File: config.mk
export PLATFORM = sky130hd
export DESIGN_NAME = utf8_stream_decoder_flat
export DESIGN_NICKNAME = d
export VERILOG_FILES = /design/src/rtl/core/utf8d_pkg.sv /design/src/rtl/core/utf8d_if.sv /design/src/rtl/core/utf8d_step.sv /design/src/rtl/core/utf8_stream_decoder.sv /design/src/flat_wrapper.sv
export SDC_FILE = /design/constraint.sdc
export NUM_CORES = 1
export LEC_CHECK = 0
export BUFFER_PORTS_ARGS = -buffer_cell sky130_fd_sc_hd__buf_2
export CAP_MARGIN = 10
export CORE_UTILIZATION = 39
export DETAILED_ROUTE_END_ITERATION = 16
export GPL_ROUTABILITY_DRIVEN = 1
export PLACE_DENSITY_LB_ADDON = 0.3
export SLEW_MARGIN = 20
export SYNTH_ARGS = -nofsm -noshare
export SYNTH_HDL_FRONTEND = slang
export SYNTH_SLANG_ARGS = --single-unit
File: constraint.sdc
create_clock -name clk -period 11.3 [get_ports clk]
set_input_delay 2.26 -clock clk [delete_from_list [all_inputs] [get_ports clk]]
set_output_delay 2.26 -clock clk [all_outputs]
set_load 0.02 [all_outputs]
File: src/rtl/core/utf8d_pkg.sv
// utf8d_pkg: shared types and constants for the UTF-8 stream decoder.
// Used by the result channel interface, the decode step and the top level.
`default_nettype none

package utf8d_pkg;

  localparam int unsigned CP_W   = 21;
  localparam int unsigned LEN_W  = 3;
  localparam int unsigned KIND_W = 2;
  localparam int unsigned CNT_W  = 17;

  // result kinds
  localparam logic [KIND_W-1:0] KIND_CHAR  = 2'd0;
  localparam logic [KIND_W-1:0] KIND_ZERO  = 2'd1;
  localparam logic [KIND_W-1:0] KIND_ERROR = 2'd2;

  // character count saturates at COUNT_CAP, 10000 hex (65536)
  localparam logic [CNT_W-1:0] COUNT_CAP = 17'd65536;

  localparam logic [7:0] B_CONT_LO = 8'h80;
  localparam logic [7:0] B_CONT_HI = 8'hBF;
  localparam logic [7:0] B_LEAD2   = 8'hC0;
  localparam logic [7:0] B_C1      = 8'hC1;
  localparam logic [7:0] B_C2      = 8'hC2;
  localparam logic [7:0] B_LEAD3   = 8'hE0;
  localparam logic [7:0] B_SURR    = 8'hED;
  localparam logic [7:0] B_LEAD4   = 8'hF0;
  localparam logic [7:0] B_F4      = 8'hF4;
  localparam logic [7:0] B_A0      = 8'hA0;
  localparam logic [7:0] B_90      = 8'h90;
  localparam logic [7:0] B_B0      = 8'hB0;

  localparam logic [CP_W-1:0] CP_PLANE1  = 21'h10000;
  localparam logic [CP_W-1:0] CP_HI_SURR = 21'h0D800;
  localparam logic [CP_W-1:0] CP_LO_SURR = 21'h0DC00;

  typedef struct packed {
    logic [2:0]       pending;
    logic [7:0]       lead;
    logic [CP_W-1:0]  partial;
    logic [9:0]       high_half;
    logic             in_pair;
    logic [CNT_W-1:0] chars_seen;
    logic             halted;
  } dec_state_t;

  typedef struct packed {
    logic [CP_W-1:0]   code_point;
    logic [LEN_W-1:0]  seq_len;
    logic [KIND_W-1:0] kind;
    logic [CNT_W-1:0]  char_count;
    logic              done_res;
  } dec_result_t;

endpackage

`default_nettype wire

File: src/rtl/core/utf8d_if.sv
// utf8d_if: valid/ready channels for the byte input and the decode results.
// Depends on utf8d_pkg for the result payload widths.
`default_nettype none

interface utf8d_in_if;
  logic       valid;
  logic       ready;
  logic [7:0] text_byte;
  logic       end_of_text;

  modport source (output valid, output text_byte, output end_of_text, input ready);
  modport sink   (input valid, input text_byte, input end_of_text, output ready);
endinterface

interface utf8d_out_if import utf8d_pkg::*; ();
  logic              valid;
  logic              ready;
  logic [CP_W-1:0]   code_point;
  logic [LEN_W-1:0]  seq_len;
  logic [KIND_W-1:0] kind;
  logic [CNT_W-1:0]  char_count;
  logic              done_res;

  modport source (output valid, output code_point, output seq_len, output kind,
                  output char_count, output done_res, input ready);
  modport sink   (input valid, input code_point, input seq_len, input kind,
                  input char_count, input done_res, output ready);
endinterface

`default_nettype wire

File: src/rtl/core/utf8d_step.sv
// utf8d_step: next-state and result logic for one text byte.
// Depends on utf8d_pkg; purely combinational, registered by the top level.
`default_nettype none

module utf8d_step import utf8d_pkg::*; (
  input  dec_state_t  st,
  input  logic [7:0]  text_byte,
  input  logic        end_of_text,
  input  logic        zero_ends_text,
  output dec_state_t  st_nxt,
  output logic        res_valid,
  output dec_result_t res
);

  logic              emit;
  logic [KIND_W-1:0] e_kind;
  logic [CP_W-1:0]   e_cp;
  logic [LEN_W-1:0]  e_len;
  logic [2:0]        total;
  logic [2:0]        pend_dec;
  logic [CP_W-1:0]   shifted;
  logic              second_bad;
  logic [CNT_W-1:0]  cnt;
  logic              done;

  assign total = st.in_pair          ? 3'd3 :
                 (st.lead >= B_LEAD4) ? 3'd4 :
                 (st.lead >= B_LEAD3) ? 3'd3 : 3'd2;
  assign pend_dec = st.pending - 3'd1;
  assign shifted  = {st.partial[CP_W-7:0], text_byte[5:0]};

  // range checks that apply only to the byte right after a lead
  always_comb begin
    second_bad = 1'b0;
    if (st.pending == total - 3'd1) begin
      if (st.lead == B_LEAD2 && text_byte != B_CONT_LO) second_bad = 1'b1;
      if (st.lead == B_LEAD3 && text_byte < B_A0)       second_bad = 1'b1;
      if (st.lead == B_LEAD4 && text_byte < B_90)       second_bad = 1'b1;
      if (st.lead == B_F4 && text_byte >= B_90)         second_bad = 1'b1;
      if (st.lead == B_SURR) begin
        if (st.in_pair ? (text_byte < B_B0) : (text_byte >= B_B0)) second_bad = 1'b1;
      end
    end
  end

  always_comb begin
    st_nxt    = st;
    emit      = 1'b0;
    e_kind    = KIND_CHAR;
    e_cp      = '0;
    e_len     = '0;
    res_valid = 1'b0;
    res       = '0;
    cnt       = st.chars_seen;
    done      = 1'b0;

    if (st.halted) begin
      // drop bytes until end of text
      if (end_of_text) st_nxt = '0;
    end else if (st.pending == 3'd0) begin
      if (text_byte < B_CONT_LO) begin
        emit = 1'b1;
        if (text_byte == 8'h00 && zero_ends_text) begin
          e_kind = KIND_ZERO;
        end else begin
          e_cp  = {13'd0, text_byte};
          e_len = 3'd1;
        end
      end else if (text_byte < B_LEAD2 || text_byte == B_C1 || text_byte > B_F4) begin
        emit   = 1'b1;
        e_kind = KIND_ERROR;
      end else begin
        st_nxt.lead = text_byte;
        if (text_byte < B_LEAD3) begin
          st_nxt.partial = {16'd0, text_byte[4:0]};
          st_nxt.pending = 3'd1;
        end else if (text_byte < B_LEAD4) begin
          st_nxt.partial = {17'd0, text_byte[3:0]};
          st_nxt.pending = 3'd2;
        end else begin
          st_nxt.partial = {18'd0, text_byte[2:0]};
          st_nxt.pending = 3'd3;
        end
        if (end_of_text) begin
          emit   = 1'b1;
          e_kind = KIND_ERROR;
        end
      end
    end else if (st.in_pair && st.pending == 3'd3) begin
      // lead of the low surrogate half
      if (text_byte != B_SURR || end_of_text) begin
        emit   = 1'b1;
        e_kind = KIND_ERROR;
      end else begin
        st_nxt.lead    = B_SURR;
        st_nxt.partial = 21'h0000D;
        st_nxt.pending = 3'd2;
      end
    end else if (text_byte < B_CONT_LO || text_byte > B_CONT_HI || second_bad) begin
      emit   = 1'b1;
      e_kind = KIND_ERROR;
    end else if (pend_dec != 3'd0) begin
      st_nxt.partial = shifted;
      st_nxt.pending = pend_dec;
      if (end_of_text) begin
        emit   = 1'b1;
        e_kind = KIND_ERROR;
      end
    end else if (st.in_pair) begin
      // low surrogate bits sit in the low ten bits of the accumulator
      emit  = 1'b1;
      e_cp  = CP_PLANE1 + {1'b0, st.high_half, shifted[9:0]};
      e_len = 3'd6;
    end else if (total == 3'd3 && shifted >= CP_HI_SURR && shifted < CP_LO_SURR) begin
      // high surrogate: hold its bits and wait for the low half
      st_nxt.high_half = shifted[9:0];
      st_nxt.in_pair   = 1'b1;
      st_nxt.pending   = 3'd3;
      st_nxt.lead      = '0;
      st_nxt.partial   = '0;
      if (end_of_text) begin
        emit   = 1'b1;
        e_kind = KIND_ERROR;
      end
    end else begin
      emit  = 1'b1;
      e_cp  = shifted;
      e_len = total;
    end

    if (emit) begin
      done = (e_kind != KIND_CHAR) || end_of_text;
      if (e_kind == KIND_CHAR && st.chars_seen < COUNT_CAP) cnt = st.chars_seen + 17'd1;
      res_valid      = 1'b1;
      res.code_point = e_cp;
      res.seq_len    = e_len;
      res.kind       = e_kind;
      res.char_count = cnt;
      res.done_res   = done;
      st_nxt.pending    = '0;
      st_nxt.lead       = '0;
      st_nxt.partial    = '0;
      st_nxt.high_half  = '0;
      st_nxt.in_pair    = 1'b0;
      st_nxt.chars_seen = cnt;
      if (done) begin
        if (end_of_text) st_nxt = '0;
        else st_nxt.halted = 1'b1;
      end
    end
  end

endmodule

`default_nettype wire

File: src/rtl/core/utf8_stream_decoder.sv
// utf8_stream_decoder: top level of the UTF-8 byte stream decoder.
// Depends on utf8d_pkg, utf8d_if and utf8d_step.
//
// Decodes one text byte per beat into code points (strict UTF-8 plus C0 80
// as U+0000 and surrogate pairs as one six-byte character). The decode
// state updates at the accepting edge and a result, when the byte completes
// a character, an error or a zero terminator, appears in the output
// register on the next cycle. A new byte is taken in every cycle while the
// output register is empty or being drained, so the sustained rate is one
// byte per clock; the only stall is the result register waiting on
// out_ch.ready. Write cfg_wdata only while the decoder is idle.
`default_nettype none

module utf8_stream_decoder import utf8d_pkg::*; (
  input  wire logic  clk,
  input  wire logic  rst_n,
  utf8d_in_if.sink   in_ch,
  utf8d_out_if.source out_ch,
  input  wire logic  cfg_we,
  input  wire logic  cfg_wdata
);

  dec_state_t  st_r;
  dec_state_t  st_nxt;
  dec_result_t res_nxt;
  dec_result_t res_r;
  logic        res_valid_nxt;
  logic        out_valid_r;
  logic        zero_ends_r;
  logic        accept;

  assign in_ch.ready = !out_valid_r || out_ch.ready;
  assign accept      = in_ch.valid && in_ch.ready;

  utf8d_step u_step (
    .st             (st_r),
    .text_byte      (in_ch.text_byte),
    .end_of_text    (in_ch.end_of_text),
    .zero_ends_text (zero_ends_r),
    .st_nxt         (st_nxt),
    .res_valid      (res_valid_nxt),
    .res            (res_nxt)
  );

  always_ff @(posedge clk) begin
    if (!rst_n) begin
      st_r        <= '0;
      out_valid_r <= 1'b0;
      zero_ends_r <= 1'b0;
    end else begin
      if (cfg_we) zero_ends_r <= cfg_wdata;
      if (accept) begin
        st_r        <= st_nxt;
        out_valid_r <= res_valid_nxt;
      end else if (out_ch.ready) begin
        out_valid_r <= 1'b0;
      end
    end
  end

  // payload holds until a new result is loaded
  always_ff @(posedge clk) begin
    if (accept && res_valid_nxt) res_r <= res_nxt;
  end

  assign out_ch.valid      = out_valid_r;
  assign out_ch.code_point = res_r.code_point;
  assign out_ch.seq_len    = res_r.seq_len;
  assign out_ch.kind       = res_r.kind;
  assign out_ch.char_count = res_r.char_count;
  assign out_ch.done_res   = res_r.done_res;

`ifndef SYNTH
  a_nonchar_done: assert property (@(posedge clk) disable iff (!rst_n)
    out_valid_r && res_r.kind != KIND_CHAR |-> res_r.done_res && res_r.seq_len == '0
      && res_r.code_point == '0)
    else $error("non-character result must be final with empty payload");

  a_halt_on_error: assert property (@(posedge clk) disable iff (!rst_n)
    accept && res_valid_nxt && res_nxt.kind != KIND_CHAR && !in_ch.end_of_text
      |=> st_r.halted)
    else $error("decoder did not halt after error or terminator");

  a_eot_clears: assert property (@(posedge clk) disable iff (!rst_n)
    accept && in_ch.end_of_text |=> st_r == '0)
    else $error("text state not cleared at end of text");

  a_count_cap: assert property (@(posedge clk) disable iff (!rst_n)
    st_r.chars_seen <= COUNT_CAP && st_r.pending <= 3'd3)
    else $error("decoder state out of range");

  a_no_result_while_halted: assert property (@(posedge clk) disable iff (!rst_n)
    st_r.halted |-> !res_valid_nxt)
    else $error("result produced while halted");
`endif

endmodule

`default_nettype wire
File: src/flat_wrapper.sv
// flat-port wrapper written by rule: the top's interface ports become plain ports
module utf8_stream_decoder_flat import utf8d_pkg::*;
  (clk, rst_n, cfg_we, cfg_wdata, in_ch_valid, in_ch_text_byte, in_ch_end_of_text, in_ch_ready, out_ch_valid, out_ch_code_point, out_ch_seq_len, out_ch_kind, out_ch_char_count, out_ch_done_res, out_ch_ready);
  utf8d_in_if in_ch_i ();
  utf8d_out_if out_ch_i ();
  input  wire logic clk;
  input  wire logic rst_n;
  input  wire logic cfg_we;
  input  wire logic cfg_wdata;
  input wire logic [$bits(in_ch_i.valid)-1:0] in_ch_valid;
  input wire logic [$bits(in_ch_i.text_byte)-1:0] in_ch_text_byte;
  input wire logic [$bits(in_ch_i.end_of_text)-1:0] in_ch_end_of_text;
  output wire logic [$bits(in_ch_i.ready)-1:0] in_ch_ready;
  output wire logic [$bits(out_ch_i.valid)-1:0] out_ch_valid;
  output wire logic [$bits(out_ch_i.code_point)-1:0] out_ch_code_point;
  output wire logic [$bits(out_ch_i.seq_len)-1:0] out_ch_seq_len;
  output wire logic [$bits(out_ch_i.kind)-1:0] out_ch_kind;
  output wire logic [$bits(out_ch_i.char_count)-1:0] out_ch_char_count;
  output wire logic [$bits(out_ch_i.done_res)-1:0] out_ch_done_res;
  input wire logic [$bits(out_ch_i.ready)-1:0] out_ch_ready;
  assign in_ch_i.valid = in_ch_valid;
  assign in_ch_i.text_byte = in_ch_text_byte;
  assign in_ch_i.end_of_text = in_ch_end_of_text;
  assign in_ch_ready = in_ch_i.ready;
  assign out_ch_valid = out_ch_i.valid;
  assign out_ch_code_point = out_ch_i.code_point;
  assign out_ch_seq_len = out_ch_i.seq_len;
  assign out_ch_kind = out_ch_i.kind;
  assign out_ch_char_count = out_ch_i.char_count;
  assign out_ch_done_res = out_ch_i.done_res;
  assign out_ch_i.ready = out_ch_ready;
  utf8_stream_decoder u_core (.clk(clk), .rst_n(rst_n), .in_ch(in_ch_i), .out_ch(out_ch_i), .cfg_we(cfg_we), .cfg_wdata(cfg_wdata));
endmodule
Word-level counts from Yosys, hierarchy flattened. Index checks and enable logic that the tools add are counted. W data, S select, Z words.

Bits in registers: 101. Output and inout port bits: 46.

$add $sub $neg: 4. $lt $le $gt $ge: 16. Equal/unequal tests: 24. Muxes and demuxes: 79. Bitwise logic cells: 1. Reductions and logical operators: 36.

Operators by type and width (count): $mux W43 (4); $mux W32 (5); $mux W21 (7); $mux W61 (2); $lt A8 B8 Y1 const B (7); $eq A8 B8 Y1 const B (6); $mux W18 (2); $mux W17 (2); $mux W11 (3); $ge A8 B8 Y1 const B (4); $mux W1 (28); $mux W3 (9); $mux W2 (12); $mux W8 (3); $add A17 B20 Y21 const A (1); $ge A21 B16 Y1 const B (1); $lt A21 B16 Y1 const B (1); $add A17 B1 Y17 const B (1); $lt A17 B17 Y1 const B (1); $gt A8 B8 Y1 const B (2); $ne A8 B8 Y1 const B (2); $reduce_and A8 Y1 (2); $ne A5 B4 Y1 const B (3); $ne A3 B2 Y1 const B (4); other kinds (24) (48).

Longest topological paths before layout. Gate-level depths: netlist of run 1.

Depth after elaboration: 20. Depth in mapped cells: 14. Depth with buffers taken out: 13.

Hierarchy. A second synthesis of run 1 with hierarchy kept.

Cell total of the unflattened synthesis: 842. Area total of the unflattened synthesis: 6977.9 um2.

By module, submodules not included: utf8_stream_decoder (instances 1, cells each 318, area an instance 3910.0 um2); utf8d_step (instances 1, cells each 524, area an instance 3067.9 um2).

Worst setup path after synthesis of run 1. No wires, ideal clock.

Path type: input to register. From: input in_ch_text_byte[5]. To: register u_core.res_r, in the netlist u_core.out_ch.char_count[0], enable pin. Library setup time: 446 ps. Arrival time: 5933 ps. Slack: 4921 ps. Stages: 10. Path buffers: 3. Path through: buf_2 or3_1 o2111ai_1 nor3_1 nor3_1 a21oi_2 or2_1 clkbuf_1 clkbuf_1 nor2_1.

Longest elaborated chain between the ends: 16. Elaborated cells between the ends (all ways): 45.

Ends and longest elaborated chain: start, declared (line flat_wrapper.sv:11) `input wire logic [$bits(in_ch_i.text_byte)-1:0] in_ch_text_byte;`; parallel branches: the longest is 12 deep, another holds $lt A8 B8 Y1; $mux W1 (*) (line utf8d_step.sv:60) `end else if (st.pending == 3'd0) begin`; $mux W1 (*) (line utf8d_step.sv:57) `if (st.halted) begin`; $mux W1 (*) (line utf8d_step.sv:131) `if (emit) begin`; $logic_and A1 B1 Y1 (*) (line utf8_stream_decoder.sv:63) `if (accept && res_valid_nxt) res_r <= res_nxt;`; end signal, assigned (line utf8_stream_decoder.sv:63); end, declared (line utf8_stream_decoder.sv:26) `dec_result_t res_r;`.

Every way passes the cells marked *. A chain may end at the register's enable or synchronous reset.

Final worst setup path of run 1.
From: input in_ch_text_byte[4]. To: register u_core.res_r, in the netlist u_core.out_ch.code_point[5], enable pin.

The elaborated chain is that of the path after synthesis.

==> impl_results.md, run 1 <==
* Critical path buffer and inverter count at 2
* Least-Margin Pin Slew at around 1100 ps
* Share of cells above drive strength 1 at 0.1522
* Synth area leaders: edfxtp_1 (25%), dfxtp_1 (22%), nand2_1 (3.7%)
* Die Width at around 120 um
* H-tree depth at 3
* Status: finished clean
* FMAX at approximately 190 MHz
* Avg Cell Area, Syn at about 9 um2
* Main combinational cell family by area after synthesis: simple AND/OR/NAND/NOR gates
* Final Hold Vio Count at 0
* Psw at approximately 0.22 mW
* Crit-path cells: buf_2 -> or3b_1 -> o2111ai_1 -> nor3_1 -> nor3_1 -> a21oi_2 -> or2_1 -> nor2_4 -> buf_16
* Slew Limit Fails at 0
* Post-synthesis mux area share at 0.01917
* Rows at 41
* Initial antenna violation count at 0
* Syn_nets at just under 600
* Antenna-violating nets left at 0
* CP max-delay cell: nor2_4
* Via-to-Cell Ratio at a little under 6
* Max_cap viols at 0
* Sequential power share at 0.502
* Minimum clock period at 5274 ps
* Clock sink count at 101
* Residual DRC at 0
* Largest net degree at the start of global routing at 36
* CTS tree: built
* Netlist cell types at between 60 and 70
* Post-synth EDFFs at between 40 and 50
* Leak Pwr at roughly 2.1 nW
* Post-DP HPWL at approximately 10 mm
* Via count at ~4500
* Internal power at ~0.59 mW
* DR pass1 iterations at 5
* FILL cells at ~1200
* Adder-Cell Fraction of Synth Area at 0.01917
* Total power at approximately 0.8 mW
* Synth warn at 0
* Total negative slack at 0 ps
* Reg-to-reg slack, setup at between 7000 and 8000 ps
* Synth area leader: edfxtp_1
* XOR/XNOR share of the synthesized area at 0.01509
* Sequential fraction of the synthesis area at 0.4715
* Compound-Gate Fraction of Synth Area at 0.2111
* Initial Util at 0.4072
* Vias in the first global route at 4203
* DP Cell Count at about 770
* Final Util at 0.4633
* Fin nets at about 630
* Hold buffers post-CTS at 0
* Overflow left after global routing at 0
* Die height at 117.7 um
* CP arrival at about 5300 ps
* Top cell type's share of synthesized area at 0.2530
* Max VDD drop at between 0.05 and 0.06 mV
* Pwr/cell area at ~140 mW/mm2
* Critical path startpoint category: input pin
* Total wire length at about 14 mm
* CP Max Fanout at 24
* CP peak stage delay at 730 ps
* Slew HR at 0.2272
* First-pass GRT wire length at between 20 and 25 mm
* Layout Cells excl Fill at between 700 and 800
* Synthesized cell area at 0.005223 mm2
* Layout Area Growth over Synthesis at 13.78%
* # setup viols final at 0
* Reg2reg start: u_core.st_r[18]
* Clock network power share at 0.360
* DR WL/cell at 17.58 um
* Synth Area in Simple Gates at 0.2295
* Hold crit path type: reg2reg
* Starting DRT DRC Count at approximately 500
* Fraction of registers with async set/reset at 0
* Final Skew at about 11 ps
* GP Congestion at between 0.8 and 0.9
* I/O Buffers at 60
* Switching Share at 0.2766
* Cell Area, Placed at 0.005664 mm2
* I/O pin count at slightly above 60
* Setup bufs post-CTS at 0
* Clock transition at path regs at 70 ps
* Skew-Pair Late Insertion Delay at 360 ps
* Antenna Cells at 0
* Crit-path leading delay family: simple AND/OR/NAND/NOR gates
* Final instance area at about 0.0059 mm2
* Comb pwr share at 0.138
* Fin crit share at 0.4667
* Required time worst endpoint at ~11000 ps
* Die ar. at 0.01386 mm2
* Core ar. at roughly 0.013 mm2
* Cells after Synth at roughly 570
* RSZ-0062 raised after global routing: false
* WS Path Type: in2reg
* Clock buffer depth at 2
* Overall Global Routing Usage at 0.2011
* Post_cts resized at 0
* Critical path endpoint category: flip-flop
* Hold_sp: u_core.st_r[19]
* Worst setup path startpoint: in_ch_text_byte[4]
* Total CTS buffers at 9
* Top cell by count, worst path: nor3_1
* Primary FF master, synth: dfxtp_1
* Synth Register Bits at between 100 and 150
* Clk root buf: clkbuf_16
-- state kept, by name, summed over array words and instances (netlist names) --
name                      count
u_core.out_ch.char_count     17
u_core.out_ch.code_point     21
u_core.out_ch.done_res        1
u_core.out_ch.kind            2
u_core.out_ch.seq_len         3
u_core.out_ch.valid           1
u_core.st_r                  55
u_core.zero_ends_r            1
-- layer usage --
metal / vias up / global-route usage / routed length (um)
met5: - / 0 / 0
met4: 0 / 0.09776 / 343
met3: 28 / 0.03634 / 695
met2: 171 / 0.3173 / 6375
met1: 2149 / 0.2648 / 6352
li1: 2175 / - / -
-- cells by family after synthesis --
family                     after synthesis
DFF                                    101
muxes                                   10
AOI/OAI and AO/OA                      165
xor gates and xnor gates                 9
and+or+nand+nor                        226
buffers and inverters                   46
adders and majority gates                8
-- per-stage QoR --
step           setup WS, ps  hold slack [ps]
2_1_floorplan          4921            434.4
3_3_place_gp           5538            450.9
3_5_place_dp           5639            456.4
4_1_cts                6007            467.2
5_1_grt                5790            478.6
6_report               6026            462.9
-- placed cells by master (no fill, tap or decap), drive strengths merged, types with 7 or more instances in the layout --
cell type	n
nand2b	7
a21oi	38
nor3	13
dfxtp	57
and2	19
inv	12
nand3	17
a21boi	7
buf	65
edfxtp	44
or3	7
o31ai	7
nor2	47
and3	12
a22oi	10
a211oi	8
a31oi	17
ha	8
o21ai	37
nand2	51
clkbuf	11
mux2i	10
o21a	7
nor2b	18
-- power by group through the flow --
stage	registers [mW]	clock network [mW]	logic, mW
final	0.407	0.293	0.112
after global placement	0.416	0	0.108
after CTS	0.407	0.298	0.112
after global routing	0.409	0.311	0.121
after detailed placement	0.415	0	0.112
after floorplan	0.432	0	0.0573
-- cells in the mapped netlist, types with 6 or more instances --
library cell and instances:
a21boi_0 7, a21o_1 6, a21oi_1 37, a22oi_1 10, a31oi_1 17, and2_1 19
and3_1 12, buf_2 6, clkbuf_1 28, dfxtp_1 57, edfxtp_1 44, ha_1 8
inv_1 11, mux2i_1 10, nand2_1 51, nand2b_1 7, nand3_1 17, nor2_1 46
nor2b_1 18, nor3_1 12, o21a_1 7, o21ai_0 33, o31ai_1 6, or3_1 7
xnor2_1 6
-- worst paths after layout --
check	end	cells after the start
max	u_core.out_ch.code_point[5]	9
min	u_core.st_r[19]	2
max reg2reg	u_core.out_ch.code_point[5]	11
min reg2reg	u_core.st_r[19]	2
-- tightest hold or removal path, stage by stage (launching register included) --
cell     delay, ps
dfxtp_1        310
nand2_1         50
mux2i_1         50
-- layout make-up --
type,instances,area (um2),share of cell area
inverter,11,41.29,0.006949
clock buffer,11,242.7,0.04085
clock inverter,5,33.78,0.005685
sequential,101,2462,0.4144
timing repair buffer,65,357.8,0.06022
tap,172,215.2,0.03622
multi-input combinational,418,2589,0.4357
No activity file was read; power rests on OpenSTA's default activity.
==> run 2: changes to the inputs <==
==> constraint.sdc (replaced) <==
create_clock -name clk -period 4.35 [get_ports clk]
set_input_delay 0.87 -clock clk [delete_from_list [all_inputs] [get_ports clk]]
set_output_delay 0.87 -clock clk [all_outputs]
set_load 0.02 [all_outputs]
==> impl_results.md, run 2 (synthesis results as in run 1) <==
* Hold buffers post-CTS at 0
* Required time worst endpoint at between 4000 and 5000 ps
* Critical path endpoint category: flip-flop
* I/O pin count at approximately 60
* Hold crit path type: reg2reg
* Starting DRT DRC Count at 450
* Die height at ~120 um
* Commonest non-fill, non-tap cell in the layout: buf_2
* Overflow left after global routing at 0
* Post_cts resized at 0
* Share of cells above drive strength 1 at 0.1629
* CP max-delay cell: or4_1
* First-pass GRT wire length at 23.12 mm
* Least-Margin Pin Slew at ~840 ps
* Total wire length at around 14 mm
* # setup viols final at 0
* Overall Global Routing Usage at 0.2106
* Antenna Cells at 0
* Final Hold Vio Count at 0
* Setup bufs post-CTS at 0
* Most flop-heavy register: u_core.st_r
* Fin nets at between 600 and 700
* Max VDD drop at 0.2297 mV
* Clock transition at path regs at 70 ps
* Slew Limit Fails at 0
* Core ar. at around 0.013 mm2
* Most frequent cells in the layout: buf_2 (60), dfxtp_1 (57), nand2_1 (51)
* Critical path startpoint category: flip-flop
* Die ar. at about 0.014 mm2
* Largest net degree at the start of global routing at 35
* Total negative slack at 0 ps
* WS Path Type: reg2reg
* Total CTS buffers at 9
* H-tree depth at 3
* Via-to-Cell Ratio at 5.756
* Layout Cells excl Fill at 792
* Layout Area Growth over Synthesis at 14.97%
* Clock sink count at 101
* Max FFs per register at 55
* Antenna-violating nets left at 0
* Crit-path cells: nand2_1 -> nor2_1 -> buf_4 -> nor2b_1 -> inv_1 -> ha_1 -> nor4b_1 -> nand4b_1 -> a21oi_1 -> or3b_1 -> o21ai_1 -> o211ai_1 -> buf_4 -> or4_1 -> a21oi_1
* Post-DP HPWL at about 10 mm
* RSZ-0062 raised after global routing: false
* CP peak stage delay at 500 ps
* DR pass1 iterations at 5
* Final Skew at between 10 and 15 ps
* Residual DRC at 0
* Clk root buf: clkbuf_16
* Slew HR at 0.4375
* Rows at between 40 and 50
* FMAX at roughly 280 MHz
* Minimum clock period at around 3600 ps
* DP Cell Count at just under 800
* DR WL/cell at about 18 um
* Crit-path leading delay family: simple AND/OR/NAND/NOR gates
* Initial antenna violation count at 0
* GP Congestion at 0.8846
* FILL cells at 1250
* Initial Util at 0.4072
* Critical path buffer and inverter count at 3
* Die Width at about 120 um
* Via count at around 4600
* CTS tree: built
* CP arrival at 3810 ps
* Leak Pwr at roughly 2.2 nW
* I/O Buffers at 60
* Max_cap viols at 0
* CP Max Fanout at 25
* Status: finished clean
* Fin crit share at 0.8300
* Skew-Pair Late Insertion Delay at around 360 ps
* Clock buffer depth at 2
* Vias in the first global route at roughly 4500
* Pwr/cell area at between 300 and 400 mW/mm2
run 2: cell types whose count changed in the layout (fill, tap and decap cells not counted), sizes merged:
| cell | delta |
|---|---|
| inv | +1 |
| clkinv | -2 |
| buf | +9 |
| bufinv | +1 |
run 2: worst min-delay path, cell delays in order (launching register included):
cell and delay, ps:
dfxtp_1 310, nand2_1 60, mux2i_1 60
run 2: area by class of cell:
cell class | count | area, um2 | area share
Clock inverter | 5 | 60.06 | 0.01000
Clock buffer | 11 | 232.7 | 0.03876
Inverter | 11 | 41.29 | 0.006876
Multi-Input combinational cell | 418 | 2587 | 0.4309
Sequential cell | 101 | 2462 | 0.4101
Timing Repair Buffer | 74 | 405.4 | 0.06751
Tap cell | 172 | 215.2 | 0.03584
run 2: power by group:
part / leakage [nW] / internal (mW) / switching, mW
clock: 0.141 / 0.450 / 0.361
sequential: 0.896 / 1.04 / 0.0213
combinational: 1.12 / 0.0860 / 0.207
total: 2.16 / 1.57 / 0.589
run 2: worst paths after layout:
kind	from	to	slack, ps	depth (start not counted)
max	u_core.st_r[55]	u_core.out_ch.char_count[7]	740	15
min	u_core.st_r[23]	u_core.st_r[23]	480	2
max reg2reg	u_core.st_r[55]	u_core.out_ch.char_count[7]	740	15
min reg2reg	u_core.st_r[23]	u_core.st_r[23]	480	2
run 2: metal layers:
metal  wire [um]  part of all wire  global-route usage
met4         207             0.015             0.07532
met3         826             0.058             0.04845
met1        6250              0.44              0.2690
met2        6857              0.48              0.3467
met5           0                 0                   0
run 2: through the flow:
stage / worst slack, ps / total power, mW / utilization / hold WS, ps / cell area [um2]
floorplan: 89.81 / 1.269 / - / 434.4 / 5225
global placement: 722.4 / 1.369 / 0.4454 / 448.8 / 5712
detailed placement: 589.6 / 1.373 / 0.4454 / 469.6 / 5712
CTS: 743.4 / 2.183 / 0.4682 / 482.2 / 6005
global route: 501.2 / 2.246 / 0.4682 / 507.1 / 6005
finish: 739.5 / 2.162 / 0.4682 / 479.7 / 6005
==> run 3: changes to the inputs <==
==> constraint.sdc (replaced) <==
create_clock -name clk -period 3.8 [get_ports clk]
set_input_delay 0.76 -clock clk [delete_from_list [all_inputs] [get_ports clk]]
set_output_delay 0.76 -clock clk [all_outputs]
set_load 0.02 [all_outputs]
==> impl_results.md, run 3 (synthesis results as in run 1) <==
* Fin nets at 655
* Slew HR at 0.3836
* Clock buffer depth at 2
* Commonest non-fill, non-tap cell in the layout: buf_2
* Largest net degree at the start of global routing at 35
* I/O pin count at just over 60
* Starting DRT DRC Count at ~580
* Final Util at 0.4833
* Reg-to-reg slack, setup at 330 ps
* FMAX at 288.1 MHz
* Die ar. at between 0.01 and 0.015 mm2
* RSZ-0062 raised after global routing: false
* Status: finished clean
* Initial antenna violation count at 0
* Vias in the first global route at 4478
* Leak Pwr at 2.280 nW
* Clk root buf: clkbuf_16
* I/O Buffers at 60
* Residual DRC at 0
* Final Skew at roughly 6.1 ps
* Total wire length at 14.32 mm
* Via count at around 4700
* Critical path startpoint category: flip-flop
* Hold crit path type: reg2reg
* Setup bufs post-CTS at 0
* Slack of the critical path at 329.3 ps
* # setup viols final at 0
* DR WL/cell at around 18 um
* Critical path endpoint category: flip-flop
* Die height at roughly 120 um
* H-tree depth at 3
* Total CTS buffers at 9
* DR pass1 iterations at 5
* Final Hold Vio Count at 0
* CP arrival at between 3000 and 4000 ps
* Share of cells above drive strength 1 at 0.1868
* CP Max Fanout at 16
* Total negative slack at 0 ps
* First-pass GRT wire length at about 23 mm
* Initial Util at 0.4072
* Slew Limit Fails at 0
* Max VDD drop at 0.1976 mV
* Antenna Cells at 0
* Clock sink count at approximately 100
* WS Path Type: reg2reg
* Antenna-violating nets left at 0
* Overflow left after global routing at 0
* Required time worst endpoint at 4070 ps
* Max_cap viols at 0
* Total power at ~2.6 mW
* Hold_sp: u_core.st_r[19]
* FILL cells at between 1000 and 1500
* R2r worst-path depth at 15
* Worst slack at placement at about 110 ps
* Fin crit share at 0.9133
* Hold buffers post-CTS at 0
* Post_cts resized at 0
* Reg2reg start: u_core.st_r[55]
* Via-to-Cell Ratio at just under 6
* Most frequent cells in the layout: buf_2 (60), dfxtp_1 (57), nand2_1 (51)
* Worst hold slack at a little under 500 ps
* Post-DP HPWL at around 11 mm
* Layout Area Growth over Synthesis at 18.69%
* Most flop-heavy register: u_core.st_r
* Die Width at around 120 um
* Least-Margin Pin Slew at 919.6 ps
* WHS Path Cells at 2
* CTS tree: built
* Rows at 41
* Clock transition at path regs at around 70 ps
* Skew-Pair Late Insertion Delay at between 300 and 400 ps
* Min-Delay Endpoint: u_core.st_r[19]
* Core ar. at 0.01282 mm2
* Minimum clock period at about 3500 ps
* Crit Reg-Reg Endpoint: u_core.st_r[16]
* Pwr/cell area at 418.2 mW/mm2
* Max FFs per register at 55
* Overall Global Routing Usage at 0.2150
* GP Congestion at between 0.9 and 1
-- run 3: cell types whose count changed in the layout (fill, tap and decap cells not counted), sizes merged --
cell / before / now
clkinvlp: 1 / 0
inv: 13 / 12
buf: 74 / 91
clkbuf: 11 / 13
-- run 3: critical path, stage by stage (launching register included) --
cell	delay, ps
dfxtp_1	410
nand2_1	70
nor2_1	110
nor2b_1	200
inv_1	70
ha_1	190
nor4b_1	150
nand4b_1	140
a2111oi_0	110
nor3_1	330
a21oi_2	60
buf_4	170
nor3_2	760
buf_4	300
o21ai_0	100
a31oi_1	210
-- run 3: stage by stage --
step	cell area [um2]	std cells
finish	6198	809
CTS	6198	809
global route	6198	809
global placement	5832	792
detailed placement	5859	793
floorplan	5230	565
-- run 3: where the power goes --
part           leakage [nW]  switching, mW  internal, mW
clock                 0.168          0.408         0.612
sequential            0.896         0.0223          1.19
combinational          1.22          0.245         0.117
total                  2.28          0.675          1.92
-- run 3: metal layers --
metal | track usage | wire length [um]
met2 | 0.3349 | 6462
met5 | 0 | 0
met3 | 0.04021 | 902
met4 | 0.1234 | 525
met1 | 0.2786 | 6428
-- run 3: area by class of cell --
class	instances	area [um2]	area share
well taps	172	215.2	0.03472
multi-input cells	418	2587	0.4174
repair buffers	91	553.0	0.08922
clock buffers	13	292.8	0.04723
flip-flops and latches	101	2462	0.3973
clock inverters	3	46.29	0.007469
inverters	11	41.29	0.006661
-- run 3: worst max-delay path by stage --
| stage | startpoint | endpoint | slack (ps) | cells past startpoint |
|---|---|---|---|---|
| final | u_core.st_r[55] | u_core.st_r[16] | 330 | 15 |
| after global routing | in_ch_text_byte[3] | u_core.out_ch.code_point[0] | 40 | 11 |
| after CTS | u_core.st_r[55] | u_core.out_ch.code_point[0] | 340 | 12 |
| after detailed placement | in_ch_text_byte[3] | u_core.out_ch.code_point[0] | 110 | 11 |
| after global placement | in_ch_text_byte[3] | u_core.out_ch.code_point[0] | 110 | 11 |
| after floorplan | in_ch_text_byte[5] | u_core.out_ch.char_count[0] | 120 | 10 |
